File: src/hw/rtl/gcsm_pkg.sv
// ============================================================================
// gcsm_pkg: shared definitions for the grid cell shape membership core
// Widths, shape, register and mark codes, and the pipeline stage words.
// ============================================================================
package gcsm_pkg;

  localparam int GRID_SIDE = 64;
  localparam int VALUE_BITS = 32;
  localparam int COORD_W = $clog2(GRID_SIDE);
  localparam int VALUE_W = VALUE_BITS;
  localparam int CFG_IDX_W = 3;
  localparam int KIND_W = 4;
  localparam int MARK_W = 2;
  localparam int SQ_W = 2 * COORD_W;
  localparam int PROD_W = 2 * SQ_W;

  // Shape kinds.
  localparam logic [KIND_W-1:0] KIND_CIRCLE   = 4'd0;
  localparam logic [KIND_W-1:0] KIND_HALF_N   = 4'd1;
  localparam logic [KIND_W-1:0] KIND_HALF_S   = 4'd2;
  localparam logic [KIND_W-1:0] KIND_HALF_E   = 4'd3;
  localparam logic [KIND_W-1:0] KIND_HALF_W   = 4'd4;
  localparam logic [KIND_W-1:0] KIND_RECT     = 4'd5;
  localparam logic [KIND_W-1:0] KIND_TRIANGLE = 4'd6;
  localparam logic [KIND_W-1:0] KIND_ELLIPSE  = 4'd7;
  localparam logic [KIND_W-1:0] KIND_INACCESS = 4'd8;

  // Register indexes.
  localparam logic [CFG_IDX_W-1:0] REG_SHAPE_KIND = 3'd0;
  localparam logic [CFG_IDX_W-1:0] REG_CX_X1      = 3'd1;
  localparam logic [CFG_IDX_W-1:0] REG_CY_X2      = 3'd2;
  localparam logic [CFG_IDX_W-1:0] REG_R_Y1       = 3'd3;
  localparam logic [CFG_IDX_W-1:0] REG_EXTRA_Y2   = 3'd4;
  localparam logic [CFG_IDX_W-1:0] REG_GRID_X     = 3'd5;
  localparam logic [CFG_IDX_W-1:0] REG_GRID_Y     = 3'd6;
  localparam logic [CFG_IDX_W-1:0] REG_FILL       = 3'd7;

  // Mark codes.
  localparam logic [MARK_W-1:0] MARK_NONE         = 2'd0;
  localparam logic [MARK_W-1:0] MARK_BOUNDARY     = 2'd1;
  localparam logic [MARK_W-1:0] MARK_INACCESSIBLE = 2'd2;

  localparam logic [COORD_W-1:0] GRID_LAST_RESET = COORD_W'(50);

  typedef struct packed {
    logic [COORD_W-1:0] cx;
    logic [COORD_W-1:0] cy;
    logic [KIND_W-1:0]  kind;
    logic               fits;
    logic               half_ok;
    logic               span_in;
    logic               tri_degen;
    logic               ell_degen;
    logic [COORD_W-1:0] dx_abs;
    logic [COORD_W-1:0] dy_abs;
    logic [COORD_W-1:0] tri_w;
    logic [COORD_W-1:0] tri_t;
    logic [COORD_W-1:0] tri_h;
    logic [COORD_W-1:0] tri_d;
  } s1_t;

  typedef struct packed {
    logic [COORD_W-1:0] cx;
    logic [COORD_W-1:0] cy;
    logic [KIND_W-1:0]  kind;
    logic               fits;
    logic               half_ok;
    logic               span_in;
    logic               tri_degen;
    logic               ell_degen;
    logic [SQ_W-1:0]    dx2;
    logic [SQ_W-1:0]    dy2;
    logic [SQ_W-1:0]    r2;
    logic [SQ_W-1:0]    ry2;
    logic [SQ_W-1:0]    tri_lhs;
    logic [SQ_W-1:0]    tri_rhs;
  } s2_t;

  typedef struct packed {
    logic [COORD_W-1:0] cx;
    logic [COORD_W-1:0] cy;
    logic [KIND_W-1:0]  kind;
    logic               fits;
    logic               half_ok;
    logic               span_in;
    logic               tri_degen;
    logic               ell_degen;
    logic               cir_in;
    logic               tri_in;
    logic [PROD_W-1:0]  ell_x;
    logic [PROD_W-1:0]  ell_y;
    logic [PROD_W-1:0]  ell_r;
  } s3_t;

endpackage

File: src/hw/rtl/grid_cell_shape_membership_core.sv
// ============================================================================
// grid_cell_shape_membership_core: shape coverage test for grid cells
// Four-stage pipeline: one cell per cycle unless stalled, vs. configured shape.
// ============================================================================
// Four register stages, s1, s2, s3 and the output register, which a result
// word passes in that order. One word per cycle for every shape while the
// result channel does not stall, set by the squaring stage and the 12 by 12
// bit ellipse product stage, each with its own register. Reset clears the
// valid bits and sets config to grid last index 50, all else zero.
module grid_cell_shape_membership_core
  import gcsm_pkg::*;
(
  input  logic                 clk,
  input  logic                 rst,
  // Configuration write channel.
  input  logic                 cfg_valid,
  output logic                 cfg_ready,
  input  logic [CFG_IDX_W-1:0] cfg_index,
  input  logic [VALUE_W-1:0]   cfg_data,
  // Cell input channel.
  input  logic                 in_valid,
  output logic                 in_ready,
  input  logic [COORD_W-1:0]   cell_x,
  input  logic [COORD_W-1:0]   cell_y,
  // Result channel.
  output logic                 out_valid,
  input  logic                 out_ready,
  output logic [COORD_W-1:0]   out_x,
  output logic [COORD_W-1:0]   out_y,
  output logic [MARK_W-1:0]    mark,
  output logic signed [VALUE_W-1:0] write_value,
  output logic                 shape_fits
);

  // --------------------------------------------------------------------------
  // Configuration registers. Writes are always taken; the user writes them
  // only while no word is in flight, so every stage may read them directly.
  // --------------------------------------------------------------------------
  logic [KIND_W-1:0]         shape_kind;
  logic [COORD_W-1:0]        reg_a;
  logic [COORD_W-1:0]        reg_b;
  logic [COORD_W-1:0]        reg_c;
  logic [COORD_W-1:0]        reg_d;
  logic [COORD_W-1:0]        grid_x_last;
  logic [COORD_W-1:0]        grid_y_last;
  logic signed [VALUE_W-1:0] fill_value;

  assign cfg_ready = 1'b1;

  always_ff @(posedge clk) begin
    if (rst) begin
      shape_kind  <= KIND_CIRCLE;
      reg_a       <= '0;
      reg_b       <= '0;
      reg_c       <= '0;
      reg_d       <= '0;
      grid_x_last <= GRID_LAST_RESET;
      grid_y_last <= GRID_LAST_RESET;
      fill_value  <= '0;
    end else if (cfg_valid && cfg_ready) begin
      unique case (cfg_index)
        REG_SHAPE_KIND: shape_kind  <= cfg_data[KIND_W-1:0];
        REG_CX_X1:      reg_a       <= cfg_data[COORD_W-1:0];
        REG_CY_X2:      reg_b       <= cfg_data[COORD_W-1:0];
        REG_R_Y1:       reg_c       <= cfg_data[COORD_W-1:0];
        REG_EXTRA_Y2:   reg_d       <= cfg_data[COORD_W-1:0];
        REG_GRID_X:     grid_x_last <= cfg_data[COORD_W-1:0];
        REG_GRID_Y:     grid_y_last <= cfg_data[COORD_W-1:0];
        REG_FILL:       fill_value  <= cfg_data;
      endcase
    end
  end

  // --------------------------------------------------------------------------
  // Flow control. Each stage loads when it is empty or its word moves on, so
  // bubbles close up and a waiting result blocks earlier stages only once
  // every stage behind it is full.
  // --------------------------------------------------------------------------
  logic v1, v2, v3;
  logic rdy1, rdy2, rdy3, rdy4;

  assign rdy4     = !out_valid || out_ready;
  assign rdy3     = !v3 || rdy4;
  assign rdy2     = !v2 || rdy3;
  assign rdy1     = !v1 || rdy2;
  assign in_ready = rdy1;

  always_ff @(posedge clk) begin
    if (rst) begin
      v1        <= 1'b0;
      v2        <= 1'b0;
      v3        <= 1'b0;
      out_valid <= 1'b0;
    end else begin
      if (rdy1) v1 <= in_valid;
      if (rdy2) v2 <= v1;
      if (rdy3) v3 <= v2;
      if (rdy4) out_valid <= v3;
    end
  end

  function automatic logic [COORD_W-1:0] abs_diff(input logic [COORD_W-1:0] p,
                                                  input logic [COORD_W-1:0] q);
    abs_diff = (p >= q) ? p - q : q - p;
  endfunction

  // --------------------------------------------------------------------------
  // Stage 1: offsets, spans and the fit check.
  // --------------------------------------------------------------------------
  s1_t s1, s1_next;
  logic [COORD_W:0]   a_plus_c, b_plus_c, b_plus_d, a_plus_b;
  logic [COORD_W-1:0] x_lo, x_hi, y_lo, y_hi, tri_xc;
  logic               dx_neg, dx_zero, dy_neg, dy_zero;

  always_comb begin
    a_plus_c = {1'b0, reg_a} + {1'b0, reg_c};
    b_plus_c = {1'b0, reg_b} + {1'b0, reg_c};
    b_plus_d = {1'b0, reg_b} + {1'b0, reg_d};
    a_plus_b = {1'b0, reg_a} + {1'b0, reg_b};
    x_lo     = (reg_a < reg_b) ? reg_a : reg_b;
    x_hi     = (reg_a < reg_b) ? reg_b : reg_a;
    y_lo     = (reg_c < reg_d) ? reg_c : reg_d;
    y_hi     = (reg_c < reg_d) ? reg_d : reg_c;
    tri_xc   = a_plus_b[COORD_W:1];
    dx_neg   = cell_x < reg_a;
    dx_zero  = cell_x == reg_a;
    dy_neg   = cell_y < reg_b;
    dy_zero  = cell_y == reg_b;

    s1_next.cx        = cell_x;
    s1_next.cy        = cell_y;
    s1_next.kind      = shape_kind;
    s1_next.dx_abs    = abs_diff(cell_x, reg_a);
    s1_next.dy_abs    = abs_diff(cell_y, reg_b);
    s1_next.span_in   = (cell_x >= x_lo) && (cell_x <= x_hi) &&
                        (cell_y >= y_lo) && (cell_y <= y_hi);
    s1_next.tri_w     = abs_diff(reg_a, reg_b);
    s1_next.tri_h     = abs_diff(reg_c, reg_d);
    s1_next.tri_d     = abs_diff(cell_x, tri_xc);
    // The row term is exact whenever the cell lies in the span, which is the
    // only case in which the triangle compare counts.
    s1_next.tri_t     = (reg_d > reg_c) ? reg_d - cell_y : cell_y - reg_d;
    s1_next.tri_degen = (reg_a == reg_b) || (reg_c == reg_d);
    s1_next.ell_degen = (reg_c == '0) || (reg_d == '0);

    unique case (shape_kind)
      KIND_HALF_N: s1_next.half_ok = !dy_neg;
      KIND_HALF_S: s1_next.half_ok = dy_neg || dy_zero;
      KIND_HALF_E: s1_next.half_ok = !dx_neg;
      KIND_HALF_W: s1_next.half_ok = dx_neg || dx_zero;
      default:     s1_next.half_ok = 1'b1;
    endcase

    // A half circle only loses extent on the side that it cuts away.
    unique case (shape_kind)
      KIND_CIRCLE, KIND_HALF_N, KIND_HALF_S, KIND_HALF_E, KIND_HALF_W,
      KIND_INACCESS: begin
        s1_next.fits =
          (shape_kind == KIND_HALF_E || reg_a >= reg_c) &&
          ((shape_kind == KIND_HALF_W) ? (reg_a <= grid_x_last)
                                       : (a_plus_c <= {1'b0, grid_x_last})) &&
          (shape_kind == KIND_HALF_N || reg_b >= reg_c) &&
          ((shape_kind == KIND_HALF_S) ? (reg_b <= grid_y_last)
                                       : (b_plus_c <= {1'b0, grid_y_last}));
      end
      KIND_RECT, KIND_TRIANGLE: begin
        s1_next.fits = (reg_a <= grid_x_last) && (reg_b <= grid_x_last) &&
                       (reg_c <= grid_y_last) && (reg_d <= grid_y_last);
      end
      KIND_ELLIPSE: begin
        s1_next.fits = (reg_a >= reg_c) && (reg_b >= reg_d) &&
                       (a_plus_c <= {1'b0, grid_x_last}) &&
                       (b_plus_d <= {1'b0, grid_y_last});
      end
      default: s1_next.fits = 1'b1;
    endcase
  end

  always_ff @(posedge clk) begin
    if (rdy1 && in_valid) s1 <= s1_next;
  end

  // --------------------------------------------------------------------------
  // Stage 2: squares and the triangle's two products, all 6 by 6 bits.
  // --------------------------------------------------------------------------
  s2_t s2_next, s2;

  always_comb begin
    s2_next.cx        = s1.cx;
    s2_next.cy        = s1.cy;
    s2_next.kind      = s1.kind;
    s2_next.fits      = s1.fits;
    s2_next.half_ok   = s1.half_ok;
    s2_next.span_in   = s1.span_in;
    s2_next.tri_degen = s1.tri_degen;
    s2_next.ell_degen = s1.ell_degen;
    s2_next.dx2       = SQ_W'(s1.dx_abs) * SQ_W'(s1.dx_abs);
    s2_next.dy2       = SQ_W'(s1.dy_abs) * SQ_W'(s1.dy_abs);
    s2_next.r2        = SQ_W'(reg_c) * SQ_W'(reg_c);
    s2_next.ry2       = SQ_W'(reg_d) * SQ_W'(reg_d);
    s2_next.tri_lhs   = SQ_W'(s1.tri_w) * SQ_W'(s1.tri_t);
    s2_next.tri_rhs   = SQ_W'(s1.tri_h) * SQ_W'(s1.tri_d);
  end

  always_ff @(posedge clk) begin
    if (rdy2 && v1) s2 <= s2_next;
  end

  // --------------------------------------------------------------------------
  // Stage 3: circle and triangle compares, ellipse cross products.
  // The ellipse x radius squared equals the circle radius squared.
  // --------------------------------------------------------------------------
  s3_t s3_next, s3;

  always_comb begin
    s3_next.cx        = s2.cx;
    s3_next.cy        = s2.cy;
    s3_next.kind      = s2.kind;
    s3_next.fits      = s2.fits;
    s3_next.half_ok   = s2.half_ok;
    s3_next.span_in   = s2.span_in;
    s3_next.tri_degen = s2.tri_degen;
    s3_next.ell_degen = s2.ell_degen;
    s3_next.cir_in    = ({1'b0, s2.dx2} + {1'b0, s2.dy2}) < {1'b0, s2.r2};
    s3_next.tri_in    = {1'b0, s2.tri_lhs} >= {s2.tri_rhs, 1'b0};
    s3_next.ell_x     = PROD_W'(s2.dx2) * PROD_W'(s2.ry2);
    s3_next.ell_y     = PROD_W'(s2.dy2) * PROD_W'(s2.r2);
    s3_next.ell_r     = PROD_W'(s2.r2) * PROD_W'(s2.ry2);
  end

  always_ff @(posedge clk) begin
    if (rdy3 && v2) s3 <= s3_next;
  end

  // --------------------------------------------------------------------------
  // Stage 4: ellipse sum compare, mark selection and the output register.
  // --------------------------------------------------------------------------
  logic              ell_in;
  logic [MARK_W-1:0] mark_next;

  always_comb begin
    ell_in = ({1'b0, s3.ell_x} + {1'b0, s3.ell_y}) <= {1'b0, s3.ell_r};
    unique case (s3.kind)
      KIND_CIRCLE, KIND_HALF_N, KIND_HALF_S, KIND_HALF_E, KIND_HALF_W: begin
        mark_next = (s3.fits && s3.cir_in && s3.half_ok) ? MARK_BOUNDARY : MARK_NONE;
      end
      KIND_INACCESS: begin
        mark_next = (s3.fits && s3.cir_in) ? MARK_INACCESSIBLE : MARK_NONE;
      end
      KIND_RECT: begin
        mark_next = (s3.fits && s3.span_in) ? MARK_BOUNDARY : MARK_NONE;
      end
      KIND_TRIANGLE: begin
        mark_next = (s3.fits && s3.span_in && !s3.tri_degen && s3.tri_in)
                    ? MARK_BOUNDARY : MARK_NONE;
      end
      KIND_ELLIPSE: begin
        mark_next = (s3.fits && !s3.ell_degen && ell_in) ? MARK_BOUNDARY : MARK_NONE;
      end
      default: mark_next = MARK_NONE;
    endcase
  end

  always_ff @(posedge clk) begin
    if (rdy4 && v3) begin
      out_x       <= s3.cx;
      out_y       <= s3.cy;
      mark        <= mark_next;
      write_value <= (mark_next != MARK_NONE) ? fill_value : '0;
      shape_fits  <= s3.fits;
    end
  end

  // --------------------------------------------------------------------------
  // Assertions.
  // --------------------------------------------------------------------------
  // An accepted word always lands in the first stage.
  a_accept_loads: assert property (@(posedge clk) disable iff (rst)
    in_valid && in_ready |=> v1)
    else $error("accepted word did not enter stage one");

  // A covered cell implies a shape that fits the grid.
  a_mark_fits: assert property (@(posedge clk) disable iff (rst)
    out_valid && (mark != MARK_NONE) |-> shape_fits)
    else $error("cell marked although the shape does not fit");

  // Only the inaccessible circle produces the inaccessible mark.
  a_inaccess_kind: assert property (@(posedge clk) disable iff (rst)
    out_valid && (mark == MARK_INACCESSIBLE) |-> (shape_kind == KIND_INACCESS))
    else $error("inaccessible mark from another shape kind");

  // A result waiting at the output keeps its payload while later words advance.
  a_hold_result: assert property (@(posedge clk) disable iff (rst)
    out_valid && !out_ready |=> $stable(mark) && $stable(write_value))
    else $error("stalled result changed");

endmodule

File: config.mk
export PLATFORM = sky130hd
export DESIGN_NAME = grid_cell_shape_membership_core
export DESIGN_NICKNAME = d
export VERILOG_FILES = /design/src/hw/rtl/gcsm_pkg.sv /design/src/hw/rtl/grid_cell_shape_membership_core.sv
export SDC_FILE = /design/constraint.sdc
export NUM_CORES = 2
export LEC_CHECK = 0
export ABC_AREA = 0
export BUFFER_PORTS_ARGS = -buffer_cell sky130_fd_sc_hd__buf_2
export CAP_MARGIN = 40
export CORE_UTILIZATION = 41
export CTS_CLUSTER_DIAMETER = 200
export CTS_CLUSTER_SIZE = 40
export DETAILED_ROUTE_END_ITERATION = 12
export SLEW_MARGIN = 20
export SYNTH_ARGS = -nofsm -noshare
export SYNTH_HDL_FRONTEND = slang
export SYNTH_SLANG_ARGS = --single-unit
File: constraint.sdc
create_clock -name clk -period 10.5 [get_ports clk]
set_input_delay 2.1 -clock clk [delete_from_list [all_inputs] [get_ports clk]]
set_output_delay 2.1 -clock clk [all_outputs]
set_load 0.01 [all_outputs]
-- After elaboration in Yosys (flattened, before gate mapping)
Cells that the tools add are included.
- output and inout bits: 50
- input bits: 52
- register bits: 368
- logic and storage cells: 218
- reduce and logical (&&, ||, !) cells: 58
- add/sub/neg operators: 18
- $mul: 9
- magnitude comparators: 28
- multiplexer cells: 20
- equal/unequal tests: 27
- operator list (kind ; count):
    12-bit by 12-bit multiplier with 24-bit output ; 3
    6-bit by 6-bit multiplier with 12-bit output ; 6
    6-bit subtractor ; 12
    6-bit greater-or-equal comparator ; 10
    6-bit two-way mux ; 10
    6-bit <= comparator ; 7
    4-bit by 3-bit equality test with 1-bit output (second input constant) ; 8
    6-bit by 6-bit adder with 7-bit output ; 4
    24-bit by 24-bit adder with 25-bit output ; 1
    25-bit by 24-bit <= comparator with 1-bit output ; 1
    6-bit equality test ; 4
    6-bit less-than comparator ; 4
    1-bit logical AND ; 23
    7-bit by 6-bit <= comparator with 1-bit output ; 3
    4-bit by 2-bit equality test with 1-bit output (second input constant) ; 4
    2-bit AND reduction ; 8
    12-bit by 12-bit adder with 13-bit output ; 1
    12-bit by 13-bit greater-or-equal comparator with 1-bit output ; 1
    13-bit by 12-bit less-than comparator with 1-bit output ; 1
    3-bit equality test (second input constant) ; 4
    6-bit logical NOT ; 2
    1-bit logical OR ; 10
    2-bit case mux with 5 select lines ; 1
    4-bit by 1-bit equality test with 1-bit output (second input constant) ; 2
    15 further kinds ; 30

-- Depth between registers and ports, before layout
- depth in word-level cells: 7
- depth in mapped cells: 22
- depth with buffers taken out: 20

-- Least setup slack after synthesis
OpenSTA, ideal clock, no wires.
- kind: input to register
- start point: input out_ready
- end point: register s3[0] (netlist name), enable pin
- buffers on the path: 0
- path slack: 0.968 ns
- data required time: 9.817 ns
- stages: 2
- arrival: 8.849 ns
- library setup time: 0.683 ns
- path through: nor2b_1 -> a21boi_0
- longest elaborated chain between the ends: 3
- RTL lines (item ; RTL line ; text):
    from (decl) ; grid_cell_shape_membership_core.sv:27 ; input logic out_ready,
    1-bit logical OR ; grid_cell_shape_membership_core.sv:82 ; assign rdy4 = !out_valid || out_ready;
    1-bit logical OR ; grid_cell_shape_membership_core.sv:83 ; assign rdy3 = !v3 || rdy4;
    1-bit logical AND ; grid_cell_shape_membership_core.sv:232 ; if (rdy3 && v2) s3 <= s3_next;
    to (signal assigned) ; grid_cell_shape_membership_core.sv:232 ;
    to (decl) ; grid_cell_shape_membership_core.sv:213 ; s3_t s3_next, s3;
No other way between the ends.
A chain may end at the register's enable or synchronous reset.

==> results by group <==
Die
  • Initial Util: 41.5%
  • Die Y: 304 µm
  • FP Rows: 110
  • Total die area: 92,600 µm²
  • Die Wd: 304 µm
  • CORE AREA: 90,300 µm²
  • I/O pins: 102

Clocking
  • Num CTS Buffers: 13
  • Clock latency on the worst-skew pair: 0.57 ns
  • Clk buf depth: 3
  • CTS tree: built
  • CTS root buf: clkbuf_16
  • Resized Gates After CTS: 0
  • Num Clock Sinks: 361
  • Post-CTS Hold Buffers: 0
  • Clk pin slew, worst setup/hold paths: 0.15 ns
  • H-tree depth: 1
  • Post CTS Setup Buffer Count: 0

Worst setup path
  • Buf+Inv Stages, Crit Path: 5
  • CP top delay family: adder cells
  • Crit path DAT: 6.17 ns
  • Type of origin of the critical path: flip-flop
  • Crit-path cells: nand2_1 > fa_1 > inv_1 > fa_1 > inv_1 > fa_1 > inv_1 > fa_1 > inv_1 > fa_1 > inv_1 > ha_1 > nand3_1 > nor2_1 > nand3_1 > or3_1 > nand4_1 > a31o_2 > a21oi_1 > xnor2_1
  • CP max FO: 22
  • Critical Path RT: 10.84 ns
  • Reg2reg setup slack: 4.67 ns
  • Slowest-stage cell, CP: edfxtp_1
  • WS Path Type: flip-flop to flip-flop
  • CP peak stage delay: 0.94 ns
  • CP endpoint kind: flip-flop

Routing
  • Drt total wl: 87,400 µm
  • Drt drc: 0
  • DR iter-0 viols: 1,331
  • Via density: 5.10
  • Pre-Repair DR Iteration Count: 5
  • Routed Antenna Nets: 0
  • WL/cell: 17.3 µm
  • Vias: 25,735

Synth
  • #FFs+latches synth: 361
  • Primary FF master, synth: edfxtp_1
  • Part of the Yosys area used for sequential elements: 26.9%
  • Cells after Synth: 3,801
  • Async SR Flop Fraction: 0%
  • Cell variety after synth: 86
  • Netlist Area Pre-Place: 37,500 µm²
  • Synth Warn #: 0
  • Post-synth EDFFs: 285
  • Syn Area/Cell: 9.85 µm²

Timing
  • Period utilization: 55.6%
  • Endpoints failing hold: 0
  • # setup viols final: 0
  • Setup TNS: 0 ns
  • Worst slew pin tran: 0.863 ns
  • Relative slew slack: 42.4%
  • Final Worst Setup Slack: 4.67 ns
  • Period minus WS final: 5.83 ns
  • Max-slew violation count: 0
  • F_max: 0.171 GHz
  • RSZ-0062 raised after global routing: false
  • Layout Skew: 0.0199 ns

Power
  • Clock power frac: 9.5%
  • P_sw: 3.37 mW
  • Pwr per Cell Area: 190 nW/µm²
  • Maximum VDD drop: 0.192 mV
  • Sequential power share: 27.7%
  • Internal Power: 4.21 mW
  • LEAKAGE: 18.9 nW
  • Switching Fraction: 44.5%
  • Logic pwr share: 62.7%

Cells and area
  • Area growth syn-to-layout: 6.71%
  • Most common cell after layout, fill and taps aside: inv_1
  • Seq. cell area: 10,100 µm²
  • Final nets: 4,818
  • Fin cells: 5,047
  • Share of cells above drive strength 1: 5.17%
  • Filler Cell Count: 8,768
  • Most frequent cells in the layout: inv_1, ha_1, nand2_1
  • Multi-input gate area: 24,800 µm²

Status
  • Outcome: finished, final reports clean

Global routing
  • Initial antenna violation count: 1
  • Total track usage: 19.1%
  • GRT overflow: 0
  • Vias in the first global route: 26,233
  • Largest net degree at the start of global routing: 77
  • First-pass GRT wire length: 142,000 µm

Flow run
  • Max-cap violation count: 0

Placed design
  • Port Buffers: 100
  • # placed instances: 5,007
  • DP Worst Slack: 4.57 ns
  • GPL Wtd Cong: 0.876
  • Dpl hpwl: 67,900 µm

Worst hold path
  • Worst Hold Class: flip-flop to flip-flop
[per-layer routing]
layer / part of all wire, % / global-route usage, % / wire [µm]
met1: 46 / 25.3 / 40100
met2: 48 / 33.3 / 42000
met3: 2.7 / 1.30 / 2400
met4: 3.3 / 5.88 / 2900
met5: 0 / 0 / 0
[worst register-to-register path, cell delays in order (launching register included)]
cell,delay [ns]
edfxtp_1,0.94
nand2_1,0.18
fa_1,0.57
inv_1,0.05
fa_1,0.54
inv_1,0.06
fa_1,0.53
inv_1,0.05
fa_1,0.53
inv_1,0.05
fa_1,0.52
inv_1,0.04
ha_1,0.34
nand3_1,0.11
nor2_1,0.17
nand3_1,0.08
or3_1,0.35
nand4_1,0.13
a31o_2,0.17
a21oi_1,0.07
xnor2_1,0.13
[cells by family (layout without fill, tap and decap cells)]
logic type	count (synthesis)	count (layout)	share of synthesized area, %
AND/OR/NAND/NOR	1070	1070	14.0
adder cells (fa/ha/maj)	903	903	36.9
buffers and inverters	698	750	7.07
AO/OA/AOI/OAI	532	532	9.35
flip-flops	361	361	26.9
XOR/XNOR	168	168	3.93
multiplexers	67	67	1.84
other	2	20	0.0201
[synth_stat cells, types with 11 or more instances]
cell | n | share of area (%)
nor2b_1 | 48 | 0.80
edfxtp_1 | 285 | 23
nor3_1 | 31 | 0.41
nand3_1 | 35 | 0.47
a21o_1 | 61 | 1.2
mux2i_1 | 57 | 1.5
dfxtp_1 | 76 | 4.1
inv_1 | 583 | 5.8
o21bai_1 | 33 | 0.66
ha_1 | 569 | 19
nand2_1 | 393 | 3.9
nor2_1 | 174 | 1.7
fa_1 | 334 | 18
a211o_1 | 12 | 0.28
xnor2_1 | 123 | 2.9
a211oi_1 | 17 | 0.34
nor4_1 | 11 | 0.18
a31oi_1 | 20 | 0.33
xor2_1 | 45 | 1.1
nand4_1 | 18 | 0.30
and3_1 | 16 | 0.27
a21oi_1 | 192 | 2.6
o21ai_0 | 48 | 0.64
nand2b_1 | 39 | 0.65
o21ai_1 | 20 | 0.27
and2_1 | 265 | 4.4
clkbuf_1 | 106 | 1.1
o21a_1 | 47 | 0.94
[path summary, 6_finish.rpt]
path / startpoint / end / cells after the start
max: s2[35]$_DFFE_PP_ / s3[69]$_DFFE_PP_ / 20
min: s1[36]$_DFFE_PP_ / s2[72]$_DFFE_PP_ / 0
max reg2reg: s2[35]$_DFFE_PP_ / s3[69]$_DFFE_PP_ / 20
min reg2reg: s1[36]$_DFFE_PP_ / s2[72]$_DFFE_PP_ / 0
[layout make-up]
cell class                 count  area share (%)
clock inverter                 4           0.119
inverter                     584            5.52
tap                         1176            3.68
antenna                        1         0.00626
clock buffer                  18           0.861
sequential                   361            25.2
timing repair buffer         144            2.46
multi-input combinational   2759            62.1
[sequential cells by signal, summed over array words and instances (netlist names), 32 cells and up]
register,flops
fill_value,32
s3,92
write_value,32
s2,89
s1,57
[power groups by stage]
stage | logic (mW) | registers (mW) | clock network [mW]
global route | 5.49 | 2.12 | 0.793
global placement | 4.71 | 2.15 | 0
detailed placement | 4.74 | 2.15 | 0
finish | 4.76 | 2.10 | 0.724
floorplan | 3.78 | 1.99 | 0
CTS | 4.79 | 2.12 | 0.755
[per-stage QoR]
stage                     utilization (%)  total power [mW]  instance area, µm²  hold slack [ns]
after CTS                            44.0              7.66               39700            0.438
after floorplan                         -              5.77               37500            0.400
after detailed placement             43.6              6.89               39300            0.405
after global placement               43.5              6.86               39300            0.401
final                                44.3              7.58               40000            0.435
after global routing                 44.3              8.41               40000            0.446
(Power assumes the default switching activity.)
